[src/rtl/lea_pkg.sv]
`default_nettype none

package lea_pkg;

  // block fields
  localparam int WORD_W  = 32;
  localparam int OP_W    = 2;
  localparam int IDX_W   = 8;
  localparam int CFG_W   = 6;

  // six round-key words per round, stored one round per row
  localparam int LANES   = 6;
  localparam int LANE_W  = 3;
  localparam int ROW_W   = 6;   // round/row counter, wide enough to step past 32
  localparam int RND_W   = 5;   // round index 0..31

  // round-count decode
  localparam logic [CFG_W-1:0] RC_BASE  = 6'd24;
  localparam logic [CFG_W-1:0] RC_MID   = 6'd28;
  localparam logic [RND_W-1:0] LAST_24  = 5'd23;
  localparam logic [RND_W-1:0] LAST_28  = 5'd27;
  localparam logic [RND_W-1:0] LAST_32  = 5'd31;

  // floor(idx / 6) = (idx * 171) >> 10, exact for any 8-bit idx
  localparam int DIV6_MUL   = 171;
  localparam int DIV6_SHIFT = 10;
  localparam int PROD_W     = 16;

  typedef enum logic [OP_W-1:0] {
    OP_KEY = 2'd0,
    OP_ENC = 2'd1,
    OP_DEC = 2'd2
  } opcode_e;

  // decrypt round is split in three dependent sub-steps
  typedef enum logic [1:0] {
    PH_SUB1 = 2'd0,
    PH_SUB2 = 2'd1,
    PH_SUB3 = 2'd2
  } phase_e;

  typedef struct packed {
    logic             key_wr;      // write key word from input beat
    logic             load_block;  // capture input block
    logic             key_load;    // read key row into key register
    logic             enc_step;    // one encrypt round
    logic             dec_step;    // one decrypt sub-step
    phase_e           phase;
    logic [ROW_W-1:0] rd_row;
    logic             out_load;    // move working block into output register
  } cmd_t;

endpackage

`default_nettype wire

[src/rtl/lea_ctrl.sv]
`default_nettype none

module lea_ctrl (
  input  wire logic                      clk_i,
  input  wire logic                      rst_ni,
  input  wire logic                      in_valid_i,
  output logic                           in_stall_o,
  input  wire logic [lea_pkg::OP_W-1:0]  opcode_i,
  output logic                           out_valid_o,
  input  wire logic                      out_stall_i,
  input  wire logic                      cfg_valid_i,
  output logic                           cfg_ready_o,
  input  wire logic [lea_pkg::CFG_W-1:0] cfg_data_i,
  output lea_pkg::cmd_t                  cmd_o
);

  typedef enum logic [2:0] {
    ST_IDLE,
    ST_PRIME,
    ST_ENC,
    ST_DEC,
    ST_DONE
  } state_e;

  state_e                        state_q;
  logic                          dec_q;
  logic [lea_pkg::RND_W-1:0]     cnt_q;
  lea_pkg::phase_e               phase_q;
  logic [lea_pkg::ROW_W-1:0]     row_q;
  logic                          out_valid_q;
  logic [lea_pkg::CFG_W-1:0]     rc_q;

  logic                          accept;
  logic                          out_free;
  logic [lea_pkg::RND_W-1:0]     last_rnd;
  lea_pkg::opcode_e              op;

  assign op          = lea_pkg::opcode_e'(opcode_i);
  assign accept      = in_valid_i && (state_q == ST_IDLE);
  assign out_free    = !out_valid_q || !out_stall_i;
  assign in_stall_o  = (state_q != ST_IDLE);
  assign out_valid_o = out_valid_q;
  assign cfg_ready_o = 1'b1;

  always_comb begin
    last_rnd = lea_pkg::LAST_24;
    if (rc_q > lea_pkg::RC_BASE) last_rnd = lea_pkg::LAST_28;
    if (rc_q > lea_pkg::RC_MID)  last_rnd = lea_pkg::LAST_32;
  end

  always_comb begin
    cmd_o            = '0;
    cmd_o.key_wr     = accept && (op == lea_pkg::OP_KEY);
    cmd_o.load_block = accept && ((op == lea_pkg::OP_ENC) || (op == lea_pkg::OP_DEC));
    cmd_o.key_load   = (state_q == ST_PRIME) || (state_q == ST_ENC) ||
                       ((state_q == ST_DEC) && (phase_q == lea_pkg::PH_SUB3));
    cmd_o.enc_step   = (state_q == ST_ENC);
    cmd_o.dec_step   = (state_q == ST_DEC);
    cmd_o.phase      = phase_q;
    cmd_o.rd_row     = row_q;
    cmd_o.out_load   = (state_q == ST_DONE) && out_free;
  end

  always_ff @(posedge clk_i or negedge rst_ni) begin
    if (!rst_ni) begin
      state_q     <= ST_IDLE;
      dec_q       <= 1'b0;
      cnt_q       <= '0;
      phase_q     <= lea_pkg::PH_SUB1;
      row_q       <= '0;
      out_valid_q <= 1'b0;
      rc_q        <= lea_pkg::RC_BASE;
    end else begin
      if (cfg_valid_i) rc_q <= cfg_data_i;
      // output register fills from the done state, empties when taken
      if ((state_q == ST_DONE) && out_free) out_valid_q <= 1'b1;
      else if (!out_stall_i)               out_valid_q <= 1'b0;

      case (state_q)
        ST_IDLE: begin
          cnt_q   <= '0;
          phase_q <= lea_pkg::PH_SUB1;
          if (accept) begin
            case (op)
              lea_pkg::OP_ENC: begin
                dec_q   <= 1'b0;
                row_q   <= '0;
                state_q <= ST_PRIME;
              end
              lea_pkg::OP_DEC: begin
                dec_q   <= 1'b1;
                row_q   <= lea_pkg::ROW_W'(last_rnd);
                state_q <= ST_PRIME;
              end
              default: state_q <= ST_IDLE;
            endcase
          end
        end
        ST_PRIME: begin
          row_q   <= dec_q ? row_q - 1'b1 : row_q + 1'b1;
          state_q <= dec_q ? ST_DEC : ST_ENC;
        end
        ST_ENC: begin
          row_q <= row_q + 1'b1;
          if (cnt_q == last_rnd) state_q <= ST_DONE;
          else                   cnt_q   <= cnt_q + 1'b1;
        end
        ST_DEC: begin
          case (phase_q)
            lea_pkg::PH_SUB1: phase_q <= lea_pkg::PH_SUB2;
            lea_pkg::PH_SUB2: phase_q <= lea_pkg::PH_SUB3;
            default: begin
              phase_q <= lea_pkg::PH_SUB1;
              row_q   <= row_q - 1'b1;
              if (cnt_q == last_rnd) state_q <= ST_DONE;
              else                   cnt_q   <= cnt_q + 1'b1;
            end
          endcase
        end
        ST_DONE: begin
          if (out_free) state_q <= ST_IDLE;
        end
        default: state_q <= ST_IDLE;
      endcase
    end
  end

endmodule

`default_nettype wire

[config.mk]
export PLATFORM = sky130hd
export DESIGN_NAME = lea_ctrl
export DESIGN_NICKNAME = d
export VERILOG_FILES = /design/src/rtl/lea_pkg.sv /design/src/rtl/lea_ctrl.sv
export SDC_FILE = /design/constraint.sdc
export NUM_CORES = 1
export LEC_CHECK = 0
export ABC_CLOCK_PERIOD_IN_PS = 2910
export BUFFER_PORTS_ARGS = -buffer_cell sky130_fd_sc_hd__buf_2
export CORE_MARGIN = 4
export CORE_UTILIZATION = 32
export DETAILED_ROUTE_END_ITERATION = 16
export GPL_TIMING_DRIVEN = 0
export PLACE_DENSITY = 0.62
export SKIP_CTS_REPAIR_TIMING = 1
export SYNTH_ARGS = -nofsm -noshare
export SYNTH_HDL_FRONTEND = slang
export SYNTH_SLANG_ARGS = --single-unit
[constraint.sdc]
create_clock -name clk_i -period 2.91 [get_ports clk_i]
set_input_delay 0.1455 -clock clk_i [delete_from_list [all_inputs] [get_ports clk_i]]
set_output_delay 0.1455 -clock clk_i [all_outputs]
set_load 0.01 [all_outputs]
# After elaboration in Yosys (flattened, before gate mapping)
# Cells that the tools add are included.
# word_totals
output_inout_bits	17
reg_bits	24
elab_cells	73
input_bits	13
# op_classes
n_mux	22
eq_ne	14
reduce_logical	25
n_addsub	3
magnitude_cmp	2
# op_table
operator	count
6-bit one-hot mux with 4 select lines	1
6-bit two-way mux	3
3-bit one-hot mux with 5 select lines	1
5-bit one-hot mux with 3 select lines	1
6-bit by 5-bit greater-than comparator with 1-bit output (second input constant)	2
3-bit two-way mux	4
6-bit one-hot mux with 2 select lines	1
5-bit two-way mux	2
4-bit two-way mux	2
2-bit one-hot mux with 2 select lines	2
6-bit by 1-bit adder with 6-bit output (second input constant)	1
3-bit by 2-bit equality test with 1-bit output (second input constant)	2
2-bit != test (second input constant)	3
3-bit AND reduction	2
3-bit nonzero test	2
6-bit by 1-bit subtractor with 6-bit output (second input constant)	1
5-bit by 1-bit adder with 5-bit output (second input constant)	1
5-bit equality test	1
1-bit logical AND	5
2-bit by 1-bit equality test with 1-bit output (second input constant)	2
2-bit equality test (second input constant)	2
2-bit zero test	2
1-bit logical OR	4
1-bit two-way mux	4
other kinds (12)	15

# Depth between registers and ports, before layout
# depth
ltp_word	7
mapped_depth	7

# Least setup slack after synthesis
# No wires, ideal clock.
# synth_timing
path_type	register -> register
from	register rc_q[3] in the netlist's numbering
to	register cnt_q[2] in the netlist's numbering
stages_incl_launch_ff	6
arrival_ns	1.570
required_time_ns	2.786
synth_period_minus_slack_ns	1.694
setup_slack_ns	1.216
setup_time_ns	0.124
path_cell_list	dfstp_2 -> o311ai_4 -> o211ai_1 -> nand3_4 -> a21o_1 -> a211o_1
# synth_via
elab_chain_cells	7
elab_cells_between_ends	8
# synth_rtl
element	line	text
from (decl)	lea_ctrl.sv:31	logic [lea_pkg::CFG_W-1:0] rc_q;
from (signal assigned)	lea_ctrl.sv:72	rc_q <= lea_pkg::RC_BASE;
from (signal assigned)	lea_ctrl.sv:74	if (cfg_valid_i) rc_q <= cfg_data_i;
6-bit by 5-bit greater-than comparator with 1-bit output	lea_ctrl.sv:47	if (rc_q > lea_pkg::RC_BASE) last_rnd = lea_pkg::LAST_28;
4-bit two-way mux	lea_ctrl.sv:47	
4-bit two-way mux (*)	lea_ctrl.sv:48	if (rc_q > lea_pkg::RC_MID) last_rnd = lea_pkg::LAST_32;
5-bit equality test (*)	lea_ctrl.sv:105, lea_ctrl.sv:115	
5-bit two-way mux (*)	--	
5-bit two-way mux	--	
5-bit one-hot mux with 3 select lines (*)	--	
to (signal assigned)	lea_ctrl.sv:106	else cnt_q <= cnt_q + 1'b1;
to (signal assigned)	lea_ctrl.sv:116	else cnt_q <= cnt_q + 1'b1;
to (decl)	lea_ctrl.sv:27	logic [lea_pkg::RND_W-1:0] cnt_q;
# Every way passes the cells marked *; elsewhere a longest branch is shown, timed or not. The select of a mux whose other input is x is not followed.
# A chain may end at the register's enable or synchronous reset.

# Worst setup path in the final report
# layout_timing
from	register state_q[0]
to	register row_q[1] in the netlist's numbering
# layout_via
elab_chain_cells	4
elab_cells_between_ends	11
# layout_rtl
element	line	text
from (decl)	lea_ctrl.sv:25	state_e state_q;
from (signal assigned)	lea_ctrl.sv:101	state_q <= dec_q ? ST_DEC : ST_ENC;
3-bit zero test	lea_ctrl.sv:39, lea_ctrl.sv:79	
1-bit logical AND	lea_ctrl.sv:39	assign accept = in_valid_i && (state_q == ST_IDLE);
2-bit != test (no line)	--	
4-bit AND reduction (no line)	--	
to (signal assigned)	lea_ctrl.sv:92	row_q <= lea_pkg::ROW_W'(last_rnd);
to (signal assigned)	lea_ctrl.sv:100	row_q <= dec_q ? row_q - 1'b1 : row_q + 1'b1;
to (signal assigned)	lea_ctrl.sv:104	row_q <= row_q + 1'b1;
to (decl)	lea_ctrl.sv:29	logic [lea_pkg::ROW_W-1:0] row_q;
# Several ways; a longest one is shown, not always the timed one.

==> metrics.txt <==
status finished, final reports clean; clock network fraction of total power 0.118; Synth area leaders dfrtp_1, ha_1, mux2_2; Setup WS post-layout 1.080 ns; Final Setup Violations 0; Tmin final 1.830 ns; xor/xnor share of the synthesized area 0.01073; syn_area_per_cell 9.493 um^2; Pre-Repair DR Iteration Count 4; DRT iter0 DRCs 57; Worst Skew 0.002918 ns; Worst Path Required about 3.1 ns; CTS tree done; Worst IR Drop VDD 479.6 uV; area growth from synthesis to layout 17.39%; max frequency between 500 and 600 MHz; Top Usage Layer GRT met2; number of remaining DRC errors 0; Setup Crit Path Kind reg2reg; post-synthesis cell area around 1600 um^2; Pint 1.079 mW; DP Wirelength 2.730 mm; grt met1 use 0.1591; number of global-route vias before repair between 1000 and 1500; GR Util met2 0.1995; critical path startpoint category register; clock insertion delay at the later pin of the skew report 0.26 ns; Synth top area share 0.3372; GP Congestion 0.8104; pin count of the biggest net entering global routing 25; share of cells above drive strength 1 0.2598; worst relative slew slack 0.5779; Main synth FF type dfrtp_1; TritonCTS Buffers 3; Die Wd 79.43 um; first-pass GRT wire length a little over 6 mm; Core Util, Final 0.3979; Compound-Gate Fraction of Synth Area 0.2452; IO Count 30; Slew Limit Fails 0; Post-synth EDFFs 0; clock buffer depth 2; final worst path period share 0.6289; syn nets about 190; Synth cell types 54; Flop pwr share 0.317; # port buffers 27; clock sinks 24; H-tree Lvls 1; Initial Utilization 0.3390; maximum capacitance violations 0; Worst Tran Pin Value 0.6310 ns; Gate Count Post-Synth ~170; P per Cell Area 1014 nW/um^2; synthesis warning total 0; die height slightly below 80 um; core area 4817 um^2; Adder-Cell Fraction of Synth Area 0.04598; worst hold path class in2reg; routed vias/inst 5.122; simple-gate share of the synthesized area 0.2046; P_leak 0.9068 nW; P_sw 0.8645 mW; mux cell area share after synthesis 0.06743; final WL 3.631 mm; met3 Use GR 0.02370; initial antenna violation count 0; area leader, netlist dfrtp_1; CP max FO 10; setup repair after global routing missed its margin false; Hold Fails Final Rpt 0; DIE AREA 6309 um^2; TNS Setup 0 ns; fraction of registers with async set/reset 1.000; clock slew at reported path FFs approximately 0.090 ns; largest family of logic cells by synthesized area compound AO/OA/AOI/OAI gates; Routed wire per std cell roughly 13 um; Root Driver clkbuf_8; Sw Ratio 0.4449; Vias 1388; Worst setup EP type register; pre-CTS setup slack 1.094 ns; Synth Register Bits 24; antenna fix cells 0; Core Rows 25; Comb power frac 0.565; GR Overflow Total 0; Nets 224; Seq/Total Area, Yosys 0.3693; total track usage 0.1204; Arr. time, crit path 1.98 ns; Routed Antenna Nets 0
[final timing paths]
path / start / endpoint / cells past startpoint / slack [ns]
max: state_q[0]$_DFFE_PN0P_ / row_q[1]$_DFFE_PN0P_ / 3 / 1.08
min: cfg_data_i[5] / rc_q[5]$_DFFE_PN0P_ / 3 / 0.09
max reg2reg: state_q[0]$_DFFE_PN0P_ / row_q[1]$_DFFE_PN0P_ / 3 / 1.08
min reg2reg: row_q[5]$_DFFE_PN0P_ / row_q[5]$_DFFE_PN0P_ / 1 / 0.50
max in group asynchronous: rst_ni / rc_q[3]$_DFFE_PN1P_ / 2 / 2.15
min in group asynchronous: rst_ni / row_q[5]$_DFFE_PN0P_ / 2 / 0.40
[metal layers]
| layer | vias up | share of wire | routed length [um] |
|---|---|---|---|
| li1 | 705 | - | - |
| met1 | 653 | 0.48 | 1740 |
| met2 | 26 | 0.47 | 1707 |
| met3 | 4 | 0.038 | 138 |
| met4 | 0 | 0.012 | 45 |
| met5 | - | 0 | 0 |
[kinds of logic after synthesis]
group / after synthesis
muxes: 10
DFF: 24
adders and majority gates: 6
AOI/OAI and AO/OA: 52
and+or+nand+nor: 56
xor gates and xnor gates: 2
other: 1
buffers and inverters: 21
[synthesized netlist by cell type, types with 3 or more instances]
cell type / instances
nand2_1: 10
and3_1: 7
nand3_1: 6
nor2_1: 7
mux2_2: 6
nor3_1: 6
inv_1: 14
dfrtp_1: 22
o21ai_1: 7
o21ai_0: 8
a22o_1: 3
a21oi_1: 8
a21o_1: 6
ha_1: 6
nor4_1: 3
[flip-flops by register name, summed over array words and instances (netlist names)]
| register | cells |
|---|---|
| rc_q | 6 |
| row_q | 6 |
| cnt_q | 5 |
| state_q | 3 |
| phase_q | 2 |
| dec_q | 1 |
| out_valid_o | 1 |
[layout make-up]
class / count / area (um^2)
fill: 494 / 2900
multi-input combinational: 127 / 940.9
sequential: 24 / 603.1
timing repair buffer: 28 / 145.1
tap: 67 / 83.83
inverter: 15 / 56.30
clock buffer: 4 / 55.05
buffer: 6 / 32.53
[stage by stage]
| stage | cells | area (um^2) | hold WS (ns) | power, mW |
|---|---|---|---|---|
| 4_1_cts | 270 | 1907 | -0.1192 | 1.959 |
| 5_1_grt | 271 | 1917 | 0.09932 | 2.133 |
| 2_1_floorplan | 172 | 1633 | -0.1501 | 1.430 |
| 6_report | 271 | 1917 | 0.09217 | 1.943 |
| 3_5_place_dp | 266 | 1852 | 0.1809 | 1.719 |
| 3_3_place_gp | 266 | 1852 | 0.1819 | 1.703 |
[power groups by stage]
stage / combinational (mW) / clock [mW] / sequential, mW
after floorplan: 0.819 / 0 / 0.611
after global placement: 1.09 / 0 / 0.616
after detailed placement: 1.10 / 0 / 0.620
after CTS: 1.11 / 0.240 / 0.613
after global routing: 1.23 / 0.257 / 0.641
final: 1.10 / 0.230 / 0.616
[critical path, stage by stage, from the launching register on]
cell	delay, ns
dfrtp_1	0.45
buf_2	0.24
o41ai_4	0.66
mux2_1	0.38
[placed cells by master, fill, tap and decap left out, types with 2 or more instances in the layout]
master,synthesis,layout
a211oi_1,2,2
a21o_1,6,6
a21oi_1,8,8
a22o_1,3,3
a32oi_1,2,2
and3_1,7,7
buf_2,2,29
buf_4,2,2
clkbuf_1,2,2
clkbuf_8,0,4
dfrtp_1,22,22
dfstp_2,2,2
ha_1,6,6
inv_1,14,14
mux2_1,2,2
mux2_2,6,6
mux2i_1,2,2
nand2_1,10,10
nand3_1,6,6
nand4_1,2,2
nor2_1,7,7
nor2b_1,2,2
nor3_1,6,6
nor4_1,3,3
o21ai_0,8,8
o21ai_1,7,7
o22ai_1,2,2
o31ai_1,2,2
or2_2,2,2
or3_1,2,2
Power figures use the tool's default switching activity.
